### config.mk
export PLATFORM = sky130hd
export DESIGN_NAME = fuzzy_piecewise_membership
export DESIGN_NICKNAME = d
export VERILOG_FILES = /design/src/fpm_pkg.sv /design/src/fpm_div_stage.sv /design/src/fuzzy_piecewise_membership.sv
export SDC_FILE = /design/constraint.sdc
export NUM_CORES = 1
export LEC_CHECK = 0
export BUFFER_PORTS_ARGS = -buffer_cell sky130_fd_sc_hd__buf_2
export CORE_MARGIN = 10
export CORE_UTILIZATION = 50
export CTS_CLUSTER_DIAMETER = 50
export DETAILED_ROUTE_END_ITERATION = 12
export GPL_TIMING_DRIVEN = 0
export PLACE_DENSITY_LB_ADDON = 0.15
export SLEW_MARGIN = 5
export SYNTH_ARGS = -nofsm -noshare
export SYNTH_HDL_FRONTEND = slang
export SYNTH_HIERARCHICAL = 1
export SYNTH_SLANG_ARGS = --single-unit
export TNS_END_PERCENT = 100
### constraint.sdc
create_clock -name clk_i -period 10.75 [get_ports clk_i]
set_input_delay 1.6125 -clock clk_i [delete_from_list [all_inputs] [get_ports clk_i]]
set_output_delay 1.6125 -clock clk_i [all_outputs]
set_load 0.05 [all_outputs]
### src/fpm_pkg.sv
`default_nettype none
// ----------------------------------------------------------------------------
// fpm_pkg
// Shared types and constants for the piecewise fuzzy membership block.
// ----------------------------------------------------------------------------
package fpm_pkg;

  localparam int unsigned DATA_WIDTH_DEF = 16;
  localparam int unsigned FRAC_BITS_DEF  = 15;

  // most quotient bits resolved per divider stage; the last may resolve fewer
  localparam int unsigned DIV_STEPS = 4;

  localparam int unsigned CFG_IDX_W = 3;
  localparam logic [CFG_IDX_W-1:0] REG_SHAPE_MODE = 3'd0;
  localparam logic [CFG_IDX_W-1:0] REG_POINT_A    = 3'd1;
  localparam logic [CFG_IDX_W-1:0] REG_POINT_B    = 3'd2;
  localparam logic [CFG_IDX_W-1:0] REG_POINT_C    = 3'd3;
  localparam logic [CFG_IDX_W-1:0] REG_POINT_D    = 3'd4;

  localparam logic [1:0] SEG_OUTSIDE = 2'd0;
  localparam logic [1:0] SEG_RISING  = 2'd1;
  localparam logic [1:0] SEG_PLATEAU = 2'd2;
  localparam logic [1:0] SEG_FALLING = 2'd3;

  // control travelling alongside the divider data
  typedef struct packed {
    logic       valid;
    logic [1:0] seg;
    logic       sat;
  } fpm_ctl_t;

endpackage
`default_nettype wire

### src/fpm_div_stage.sv
`default_nettype none
// ----------------------------------------------------------------------------
// fpm_div_stage
// One registered stage of the restoring divider: resolves STEPS quotient bits.
// ----------------------------------------------------------------------------
module fpm_div_stage
  import fpm_pkg::*;
#(
  parameter int unsigned DATA_WIDTH = DATA_WIDTH_DEF,
  parameter int unsigned FRAC_BITS  = FRAC_BITS_DEF,
  parameter int unsigned STEPS      = DIV_STEPS
) (
  input  wire logic                  clk_i,
  input  wire logic                  rst_ni,
  input  wire fpm_ctl_t              ctl_i,
  input  wire logic [DATA_WIDTH:0]   den_i,
  input  wire logic [DATA_WIDTH:0]   rem_i,
  input  wire logic [FRAC_BITS-1:0]  quo_i,
  output fpm_ctl_t                   ctl_o,
  output logic [DATA_WIDTH:0]        den_o,
  output logic [DATA_WIDTH:0]        rem_o,
  output logic [FRAC_BITS-1:0]       quo_o
);

  logic [DATA_WIDTH:0]   rem_d, rem_q;
  logic [FRAC_BITS-1:0]  quo_d, quo_q;
  logic [DATA_WIDTH:0]   den_q;
  logic [DATA_WIDTH+1:0] trial;
  fpm_ctl_t              ctl_q;

  always_comb begin
    rem_d = rem_i;
    quo_d = quo_i;
    trial = '0;
    for (int i = 0; i < STEPS; i++) begin
      trial = {rem_d, 1'b0};
      if (trial >= {1'b0, den_i}) begin
        trial = trial - {1'b0, den_i};
        quo_d = {quo_d[FRAC_BITS-2:0], 1'b1};
      end else begin
        quo_d = {quo_d[FRAC_BITS-2:0], 1'b0};
      end
      rem_d = trial[DATA_WIDTH:0];
    end
  end

  always_ff @(posedge clk_i or negedge rst_ni) begin
    if (!rst_ni) begin
      ctl_q <= '0;
    end else begin
      ctl_q <= ctl_i;
    end
  end

  always_ff @(posedge clk_i) begin
    den_q <= den_i;
    rem_q <= rem_d;
    quo_q <= quo_d;
  end

  assign ctl_o = ctl_q;
  assign den_o = den_q;
  assign rem_o = rem_q;
  assign quo_o = quo_q;

endmodule
`default_nettype wire

### src/fuzzy_piecewise_membership.sv
`default_nettype none
// ----------------------------------------------------------------------------
// fuzzy_piecewise_membership
// Triangular / trapezoidal fuzzifier: membership degree and segment per sample.
// ----------------------------------------------------------------------------
// channel   ports                                   direction
// sample    start_i, busy_o, x_value_i              in
// result    done_o, degree_o, segment_o             out
// config    cfg_we_i, cfg_idx_i, cfg_wdata_i        in
//
// One sample per cycle. Results pass through stage A, stage B, the
// restoring divider pipeline and the output register.
// busy_o stays low: the pipeline never stalls, results leave as one-cycle
// strobes. Reset clears the valid bits and loads the register defaults.
// ----------------------------------------------------------------------------
module fuzzy_piecewise_membership
  import fpm_pkg::*;
#(
  parameter int unsigned DATA_WIDTH = DATA_WIDTH_DEF,
  parameter int unsigned FRAC_BITS  = FRAC_BITS_DEF
) (
  input  wire logic                         clk_i,
  input  wire logic                         rst_ni,
  input  wire logic                         start_i,
  output logic                              busy_o,
  input  wire logic signed [DATA_WIDTH-1:0] x_value_i,
  output logic                              done_o,
  output logic [FRAC_BITS:0]                degree_o,
  output logic [1:0]                        segment_o,
  input  wire logic                         cfg_we_i,
  input  wire logic [CFG_IDX_W-1:0]         cfg_idx_i,
  input  wire logic [DATA_WIDTH-1:0]        cfg_wdata_i
);

  localparam int unsigned NUM_STAGES = (FRAC_BITS + DIV_STEPS - 1) / DIV_STEPS;
  localparam logic [FRAC_BITS:0] ONE_VALUE = {1'b1, {FRAC_BITS{1'b0}}};

  // configuration registers
  logic                         mode_q;
  logic signed [DATA_WIDTH-1:0] pa_q, pb_q, pc_q, pd_q;

  always_ff @(posedge clk_i or negedge rst_ni) begin
    if (!rst_ni) begin
      mode_q <= 1'b1;
      pa_q   <= '0;
      pb_q   <= '0;
      pc_q   <= '0;
      pd_q   <= '0;
    end else if (cfg_we_i) begin
      unique case (cfg_idx_i)
        REG_SHAPE_MODE: mode_q <= cfg_wdata_i[0];
        REG_POINT_A:    pa_q   <= cfg_wdata_i;
        REG_POINT_B:    pb_q   <= cfg_wdata_i;
        REG_POINT_C:    pc_q   <= cfg_wdata_i;
        REG_POINT_D:    pd_q   <= cfg_wdata_i;
        default: ;
      endcase
    end
  end

  // stage A: compares and differences
  logic                       va_q;
  logic                       le_a_q, le_b_q, le_c_q, le_d_q;
  logic signed [DATA_WIDTH:0] xa_q, ba_q, dx_q, dc_q, cx_q, cb_q;
  logic signed [DATA_WIDTH:0] x_ext, a_ext, b_ext, c_ext, d_ext;

  assign x_ext = {x_value_i[DATA_WIDTH-1], x_value_i};
  assign a_ext = {pa_q[DATA_WIDTH-1], pa_q};
  assign b_ext = {pb_q[DATA_WIDTH-1], pb_q};
  assign c_ext = {pc_q[DATA_WIDTH-1], pc_q};
  assign d_ext = {pd_q[DATA_WIDTH-1], pd_q};

  always_ff @(posedge clk_i or negedge rst_ni) begin
    if (!rst_ni) begin
      va_q <= 1'b0;
    end else begin
      va_q <= start_i;
    end
  end

  always_ff @(posedge clk_i) begin
    le_a_q <= x_value_i <= pa_q;
    le_b_q <= x_value_i <= pb_q;
    le_c_q <= x_value_i <= pc_q;
    le_d_q <= x_value_i <= pd_q;
    xa_q   <= x_ext - a_ext;
    ba_q   <= b_ext - a_ext;
    dx_q   <= d_ext - x_ext;
    dc_q   <= d_ext - c_ext;
    cx_q   <= c_ext - x_ext;
    cb_q   <= c_ext - b_ext;
  end

  // stage B: segment select, operands, saturation
  fpm_ctl_t            ctl_d;
  logic [DATA_WIDTH:0] num_d, den_d;

  always_comb begin
    ctl_d       = '0;
    ctl_d.valid = va_q;
    ctl_d.seg   = SEG_OUTSIDE;
    num_d       = '0;
    den_d       = {{DATA_WIDTH{1'b0}}, 1'b1};
    priority if (le_a_q) begin
      ctl_d.seg = SEG_OUTSIDE;
    end else if (le_b_q) begin
      ctl_d.seg = SEG_RISING;
      num_d     = xa_q;
      den_d     = ba_q;
    end else if (mode_q) begin
      if (le_c_q) begin
        ctl_d.seg = SEG_PLATEAU;
        ctl_d.sat = 1'b1;
      end else if (le_d_q) begin
        ctl_d.seg = SEG_FALLING;
        num_d     = dx_q;
        den_d     = dc_q;
      end
    end else if (le_c_q) begin
      ctl_d.seg = SEG_FALLING;
      num_d     = cx_q;
      den_d     = cb_q;
    end else begin
      ctl_d.seg = SEG_OUTSIDE;
    end
    if (num_d == den_d) begin
      ctl_d.sat = 1'b1;
    end
  end

  fpm_ctl_t              ctl_s [NUM_STAGES+1];
  logic [DATA_WIDTH:0]   den_s [NUM_STAGES+1];
  logic [DATA_WIDTH:0]   rem_s [NUM_STAGES+1];
  logic [FRAC_BITS-1:0]  quo_s [NUM_STAGES+1];
  fpm_ctl_t              ctl_b_q;
  logic [DATA_WIDTH:0]   num_b_q, den_b_q;

  always_ff @(posedge clk_i or negedge rst_ni) begin
    if (!rst_ni) begin
      ctl_b_q <= '0;
    end else begin
      ctl_b_q <= ctl_d;
    end
  end

  always_ff @(posedge clk_i) begin
    num_b_q <= num_d;
    den_b_q <= den_d;
  end

  assign ctl_s[0] = ctl_b_q;
  assign den_s[0] = den_b_q;
  assign rem_s[0] = num_b_q;
  assign quo_s[0] = '0;

  // divider pipeline
  for (genvar k = 0; k < NUM_STAGES; k++) begin : g_div
    localparam int unsigned LEFT  = FRAC_BITS - k * DIV_STEPS;
    localparam int unsigned STEPS = (LEFT < DIV_STEPS) ? LEFT : DIV_STEPS;

    fpm_div_stage #(
      .DATA_WIDTH (DATA_WIDTH),
      .FRAC_BITS  (FRAC_BITS),
      .STEPS      (STEPS)
    ) u_stage (
      .clk_i  (clk_i),
      .rst_ni (rst_ni),
      .ctl_i  (ctl_s[k]),
      .den_i  (den_s[k]),
      .rem_i  (rem_s[k]),
      .quo_i  (quo_s[k]),
      .ctl_o  (ctl_s[k+1]),
      .den_o  (den_s[k+1]),
      .rem_o  (rem_s[k+1]),
      .quo_o  (quo_s[k+1])
    );
  end

  // output register
  fpm_ctl_t            ctl_end;
  logic                done_q;
  logic [FRAC_BITS:0]  degree_q, degree_d;
  logic [1:0]          segment_q;

  assign ctl_end = ctl_s[NUM_STAGES];

  always_comb begin
    priority if (ctl_end.seg == SEG_OUTSIDE) begin
      degree_d = '0;
    end else if (ctl_end.sat) begin
      degree_d = ONE_VALUE;
    end else begin
      degree_d = {1'b0, quo_s[NUM_STAGES]};
    end
  end

  always_ff @(posedge clk_i or negedge rst_ni) begin
    if (!rst_ni) begin
      done_q <= 1'b0;
    end else begin
      done_q <= ctl_end.valid;
    end
  end

  always_ff @(posedge clk_i) begin
    degree_q  <= degree_d;
    segment_q <= ctl_end.seg;
  end

  assign busy_o    = 1'b0;
  assign done_o    = done_q;
  assign degree_o  = degree_q;
  assign segment_o = segment_q;

  // rem_s of the last stage is the final remainder, not needed
  logic unused_rem;
  assign unused_rem = ^rem_s[NUM_STAGES] ^ ^den_s[NUM_STAGES];

endmodule
`default_nettype wire
== Word level (Yosys, flattened, before mapping) ==
Index checks and enable logic that the tools add are counted.

* Output and inout port bits: 20
* Register bits: 386
* Logic and storage cells: 155
* Input port bits: 39

* Mux-type cells: 53
* Magnitude comparators: 19
* Eq/ne operators: 5
* Add/sub/neg operators: 20
* Reductions and logical operators: 8

{| class="wikitable"
|+ Operator list
! kind !! number
|-
| 17-bit two-way mux || 26
|-
| 18-bit by 17-bit greater-or-equal comparator with 1-bit output || 15
|-
| 17-bit subtractor || 14
|-
| 16-bit by 16-bit subtractor with 17-bit output || 6
|-
| 16-bit <= comparator || 4
|-
| 1-bit two-way mux || 20
|-
| 17-bit == test || 1
|-
| 16-bit two-way mux || 1
|-
| 2-bit two-way mux || 6
|-
| 2-bit AND reduction || 5
|-
| 3-bit by 2-bit == test with 1-bit output (second input constant) || 2
|-
| 3-bit by 1-bit == test with 1-bit output (second input constant) || 1
|-
| 3-bit == test (second input constant) || 1
|-
| 3-bit zero test || 1
|-
| 2-bit zero test || 1
|-
| 2-bit OR reduction || 1
|}

== Longest topological paths before layout ==
Gate-level depths: netlist of run 1.

* Depth in word-level cells: 8
* Depth in mapped cells: 44
* Mapped depth without buffers: 40

== Hierarchy ==
The synthesis of run 1 kept the hierarchy.

{| class="wikitable"
|+ By module, submodules not included
! module !! area each (um2) !! seq. area each (um2) !! cells an instance !! times used
|-
| fuzzy_piecewise_membership || 12243.0 || 4941.0 || 1309 || 1
|-
| fpm_div_stage (g_div[0].u_stage ...) || 5391.4 || 1081.0 || 623 || 2
|-
| fpm_div_stage (g_div[1].u_stage) || 5335.1 || 1081.0 || 620 || 1
|-
| fpm_div_stage (g_div[3].u_stage) || 4111.4 || 1081.0 || 478 || 1
|}

== Worst setup path after synthesis of run 1 ==
No wires, ideal clock.

* Kind: reg2reg
* From: register den_b_q[0]
* To: register g_div[0].u_stage.rem_q[13]
* Required time: 10.629 ns
* Stages on the path, launching flop included: 42
* Slack: 1.001 ns
* Setup time: 0.121 ns
* Clock period less this slack: 9.749 ns
* Buffers on the path: 6
* Data arrival time: 9.628 ns
* Path through: dfxtp_1 -> buf_4 -> clkinv_1 -> fa_1 -> a211oi_2 -> o21ai_1 -> a31oi_4 -> o221a_4 -> buf_6 -> clkbuf_1 -> mux2_2 -> ha_1 -> nand2_1 -> o21ai_1 -> a211oi_2 -> nor3_1 -> or2b_2 -> nor3_4 -> [... 6 more ...] -> a31oi_2 -> o21ai_1 -> a21oi_1 -> o211a_4 -> inv_2 -> buf_8 -> mux2_1 -> ha_1 -> nand2_1 -> o21ai_0 -> or3_1 -> o22ai_1 -> o2111a_1 -> or2_2 -> or2b_2 -> o22ai_4 -> buf_8 -> mux2_4

* Cells in the longest elaborated chain, start to end: 8
* Elaborated cells on any way between the ends: 12
* Those cells by class: 4 x add/sub; 4 x order compare; 4 x mux

{| class="wikitable"
|+ RTL lines
! what !! RTL line !! RTL
|-
| start: declaration || fuzzy_piecewise_membership.sv:136 || <nowiki>logic [DATA_WIDTH:0] num_b_q, den_b_q;</nowiki>
|-
| start signal: assignment || fuzzy_piecewise_membership.sv:148 || <nowiki>den_b_q <= den_d;</nowiki>
|-
| 17-bit subtractor or 18-bit by 17-bit greater-or-equal comparator with 1-bit output (tied branches) || fpm_div_stage.sv:38, fpm_div_stage.sv:37 ||
|-
| 17-bit two-way mux || fpm_div_stage.sv:37 || <nowiki>if (trial >= {1'b0, den_i}) begin</nowiki>
|-
| 17-bit subtractor or 18-bit by 17-bit greater-or-equal comparator with 1-bit output (tied branches) || fpm_div_stage.sv:38, fpm_div_stage.sv:37 ||
|-
| 17-bit two-way mux || fpm_div_stage.sv:37 ||
|-
| 17-bit subtractor or 18-bit by 17-bit greater-or-equal comparator with 1-bit output (tied branches) || fpm_div_stage.sv:38, fpm_div_stage.sv:37 ||
|-
| 17-bit two-way mux || fpm_div_stage.sv:37 ||
|-
| 17-bit subtractor or 18-bit by 17-bit greater-or-equal comparator with 1-bit output (tied branches) || fpm_div_stage.sv:38, fpm_div_stage.sv:37 ||
|-
| 17-bit two-way mux * || fpm_div_stage.sv:37 ||
|-
| named net g_div[0].u_stage.trial[13] || fpm_div_stage.sv:28 || <nowiki>logic [DATA_WIDTH+1:0] trial;</nowiki>
|-
| end signal: assignment || fpm_div_stage.sv:57 || <nowiki>rem_q <= rem_d;</nowiki>
|-
| end: declaration || fpm_div_stage.sv:25 || <nowiki>logic [DATA_WIDTH:0] rem_d, rem_q;</nowiki>
|}

Mark *: on every way through the listed nets, which the timed path passes. The rest lies on a longest branch.
A chain may end at the register's enable or synchronous reset.

== Final worst setup path of run 1 ==
* From: register den_b_q[0]
* To: register g_div[0].u_stage.rem_q[7]

Same word-level chain as after synthesis.

==> results of run 1 <==
## critical path, delay by kind of cell (launching register included)
family	cells	cell delay, ps
muxes	3	1020
adders and majority gates	4	1610
AOI/OAI and AO/OA	17	3900
DFF	1	380
buffers and inverters	9	1410
and+or+nand+nor	8	1910
## layout by cell type, fill, tap and decap left out, types with 85 or more instances in the layout
cell     instances
ha_1           356
dfxtp_1        296
inv_1          286
nor2_1         267
a21oi_1        236
nand2_1        200
o21ai_0        190
xnor2_1        190
mux2_2         136
dfrtp_1         86
a21o_1          85
## routing by layer
layer	global-route usage [%]	vias up	part of all wire (%)
met5	0	-	0
met4	8.183	0	3.3
met3	2.477	138	4.6
met2	38.12	654	45
met1	31.62	12290	47
li1	-	13060	-
## metrics by stage
| stage | setup slack [ps] | hold WS, ps | utilization, % |
|---|---|---|---|
| finish | 384.0 | 325.1 | 56.70 |
| global placement | -906.5 | 309.7 | 52.85 |
| global route | -75.00 | 331.3 | 56.69 |
| CTS | 2.720 | 325.1 | 56.30 |
| floorplan | 1001 | 309.6 | - |
| detailed placement | -884.6 | 312.1 | 52.90 |
## repair_timing
action                     in CTS  in global routing
pin swaps                       6                 13
hold buffers                    0                  0
hold endpoints to repair        0                  0
resized for setup              16                 38
buffers inserted               11                 15
setup endpoints to repair      54                 54
## worst paths after layout
kind / to / slack [ps] / cells after the start
max in group asynchronous: mode_q / 9150 / 2
worst min-delay path: g_div[3].u_stage/quo_o[9] / 330 / 0
worst min register to register: g_div[3].u_stage/quo_o[9] / 330 / 0
min in group asynchronous: pa_q[12] / 880 / 1
worst max-delay path: g_div[0].u_stage/rem_o[7] / 380 / 41
worst max register to register: g_div[0].u_stage/rem_o[7] / 380 / 41
## area by class of cell
class / count / area share, %
Timing Repair Buffer: 84 / 1.483
Clock buffer: 66 / 4.207
Buffer: 75 / 1.425
Antenna cell: 3 / 0.02182
Clock inverter: 38 / 1.400
Multi-Input combinational cell: 2763 / 61.61
Sequential cell: 386 / 23.73
Inverter: 296 / 3.276
Tap cell: 782 / 2.843
==> impl_results.md, run 1 <==
* Worst-margin pin slew at 933.2 ps
* Antenna Violating Nets Remaining at 0
* Multi-input logic area at 21200 µm²
* I/O pins at 59
* Post-Syn Nets at 3930
* Critical Path Source Type: register
* Crit path from: den_b_q[0]
* Vias per cell at 5.819
* Worst Skew at 48.86 ps
* Setup TNS at 0 ps
* Via total after detailed routing at 26150
* Total CTS buffers at 55
* Max FO, Critical Path at 10
* Clock Tree Buf Depth at 3
* WL/cell at 19.17 µm
* Total GRT Usage at 23.37%
* Net count reported at finish at 4069
* FMAX at 96.47 MHz
* Hold Crit Class: register to register
* Clock slew at reported path FFs at 60 ps
* CTS Sinks at 386
* Fin crit period at 10370 ps
* Placed Area at 32110 µm²
* Root Buffer: clkbuf_16
* Final instance area at 34410 µm²
* CORE AREA at 60700 µm²
* CTS tree: built
* Post-Layout Cell Count at 4493
* Synth Cell Area at 30810 µm²
* DRC at 0
* Layout cells sized above 1 at 14.27%
* Vias in the first global route at 24120
* Crit-path max cell delay at 490 ps
* First-pass GRT wire length at 133.9 mm
* HP Start: g_div[2].u_stage/quo_o[6]
* Largest net degree at the start of global routing at 63
* IO buf count at 57
* Final-layout fill cell count at 5592
* Final slew viol count at 0
* Worst flop-to-flop path startpoint: den_b_q[0]
* Slowest CP cell: fa_1
* Max cap viols at 0
* CTS H-tree lvls at 2
* Initial core utilization at 50.76%
* Dpl hpwl at 68.50 mm
* DR iter-0 viols at 1931
* CP arrival at 10850 ps
* CP required at 11240 ps
* Initial antenna violation count at 3
* GRT overflow at 0
* Syn-to-layout area delta at 11.69%
* Slew HR at 37.37%
* Setup violators final at 0
* First-pass iteration count of the detailed router at 6
* Syn avg cell area at 8.748 µm²
* Width of the die at 268.2 µm
* Placer congestion estimate at 0.9144
* Syn Inst Count at 3522
* Clock Latency Late Sink at 640 ps
* Outcome: finished clean
* Placed insts at 4362
* Flip-flop and latch area at 8168 µm²
* Final hold violations at 0
* CP endpoint kind: register
* Final wirelength at 86.15 mm
* Synth warn at 6
* Fin crit share at 96.43%
* Die Footprint at 71950 µm²
* CP Class: register to register
* Row Count at 90
* Die height at 268.2 µm
Power of run 1 is left out: the tool's default activity adds up to more than one toggle a clock period on the data nets, which glitch-free logic cannot reach.
==> inputs of run 2 (changes only) <==
SLEW_MARGIN = unset   (was 5)
clock period = 13.3 ns   (was 10.75 ns; I/O delays follow)
==> impl_results.md, run 2 (synthesis results as in run 1) <==
* Setup violators final at 0 (unchanged)
* CTS H-tree lvls at 2 (unchanged)
* Initial core utilization at 50.76% (unchanged)
* Most common cell after layout, fill and taps aside: ha_1
* Width of the die at 268.2 µm (unchanged)
* Critical Path Source Type: register
* First-pass iteration count of the detailed router at 6 (unchanged)
* Total GRT Usage at 23.28% (-0.093 points)
* Clock Tree Buf Depth at 3 (unchanged)
* Worst flop-to-flop path startpoint: den_b_q[0]
* Layout cells sized above 1 at 12.70% (-1.6 points)
* Placer congestion estimate at 0.9144 (unchanged)
* Crit-path max cell delay at 580 ps (+90 ps)
* Crit path from: den_b_q[0]
* Worst-margin pin slew at 923.1 ps (-10.05 ps)
* Outcome: finished clean
* Slew HR at 38.04% (+0.67 points)
* WL/cell at 19.13 µm (-0.21%)
* CTS Sinks at 386 (unchanged)
* GRT overflow at 0 (unchanged)
* Final wirelength at 85.51 mm (-0.74%)
* Net count reported at finish at 4045 (-0.59%)
* Initial antenna violation count at 3 (unchanged)
* Total CTS buffers at 55 (unchanged)
* RSZ-0062 raised after global routing: false
* I/O pins at 59 (unchanged)
* Max FO, Critical Path at 10 (unchanged)
* HP Start: g_div[2].u_stage/quo_o[6]
* CORE AREA at 60700 µm² (unchanged)
* Max cap viols at 0 (unchanged)
* Final-layout fill cell count at 5630 (+0.68%)
* Post-CTS Hold Buffers at 0 (unchanged)
* Post-CTS Resized at 0 (-16)
* Root Buffer: clkbuf_16
* Postcts setup bufs at 0 (-11)
* Final slew viol count at 0 (unchanged)
* CP required at 13790 ps (+2550 ps)
* Final hold violations at 0 (unchanged)
* CTS tree: built
* CP arrival at 12310 ps (+1460 ps)
* Row Count at 90 (unchanged)
* IO buf count at 57 (unchanged)
* Clock Latency Late Sink at 650 ps (about the same)
* CP endpoint kind: register
* Fin crit share at 88.85% (-7.6 points)
* DR iter-0 viols at 2033 (+5.3%)
* Slowest CP cell: fa_1
* First-pass GRT wire length at 133.4 mm (-0.38%)
* Vias per cell at 5.821 (about the same)
* FMAX at 84.62 MHz (-12%)
* Vias in the first global route at 24040 (-0.32%)
* Die height at 268.2 µm (unchanged)
* Syn-to-layout area delta at 10.48%
* CP Class: register to register
* Fin crit period at 11820 ps (+1451 ps)
* Clock slew at reported path FFs at 60 ps (about the same)
* Via total after detailed routing at 26010 (-0.50%)
* Worst Skew at 52.49 ps (+3.633 ps)
* Setup TNS at 0 ps (unchanged)
* Antenna Violating Nets Remaining at 0 (unchanged)
* Die Footprint at 71950 µm² (unchanged)
* DRC at 0 (unchanged)
* Hold Crit Class: register to register
* Dpl hpwl at 68.50 mm (unchanged)
* Most frequent cells in the layout: ha_1 (359), dfxtp_1 (299), inv_1 (286)
* Largest net degree at the start of global routing at 63 (unchanged)
==> run 2: cell count changes in the layout (fill, tap and decap cells not counted), sizes merged <==
| cell | delta |
|---|---|
| buf | -25 |
| clkbuf | +1 |
| clkinv | +2 |
| inv | -2 |
==> run 2: cell type report <==
cell class / count / area (µm²) / share of cell area [%]
timing repair buffer: 58 / 315.3 / 0.9262
buffer: 77 / 479.2 / 1.408
sequential: 386 / 8164 / 23.98
clock inverter: 38 / 481.7 / 1.415
inverter: 296 / 1121 / 3.293
clock buffer: 66 / 1448 / 4.252
multi-input combinational: 2763 / 21050 / 61.83
tap: 782 / 978.4 / 2.874
antenna: 3 / 7.507 / 0.02205
==> run 2: metrics by stage <==
stage	std cells	area (µm²)	setup WS [ps]	util, %	hold slack (ps)
2_1_floorplan	3522	30810	3551	-	309.6
3_3_place_gp	4361	32080	1644	52.85	309.7
3_5_place_dp	4362	32110	1665	52.90	312.1
4_1_cts	4466	34040	1569	56.07	325.1
5_1_grt	4466	34040	824.5	56.07	331.3
6_report	4469	34040	1483	56.09	325.4
==> run 2: per-layer routing <==
| metal | vias to the layer above | share of wire [%] | GRT usage (%) |
|---|---|---|---|
| met1 | 12210 | 47 | 31.47 |
| met5 | - | 0 | 0 |
| met2 | 653 | 45 | 37.96 |
| met3 | 139 | 4.5 | 2.477 |
| li1 | 13010 | - | - |
| met4 | 0 | 3.3 | 8.183 |
==> run 2: worst paths after layout <==
check	slack, ps	cells after the start	to
setup / recovery	1480	41	g_div[0].u_stage/rem_o[14]
hold / removal	330	0	g_div[3].u_stage/quo_o[9]
setup reg to reg	1480	41	g_div[0].u_stage/rem_o[14]
hold reg to reg	330	0	g_div[3].u_stage/quo_o[9]
max in group asynchronous	11320	2	mode_q
min in group asynchronous	1260	1	pa_q[12]
==> run 2: worst max-delay path: cells and delay by family, from the launching register on <==
family / cells / cell delay [ps]
AOI/OAI and AO/OA: 17 / 4650
and+or+nand+nor: 8 / 2000
buffers and inverters: 9 / 1960
adders and majority gates: 4 / 1720
muxes: 3 / 1000
DFF: 1 / 360
Power of run 2 is left out for the same reason.
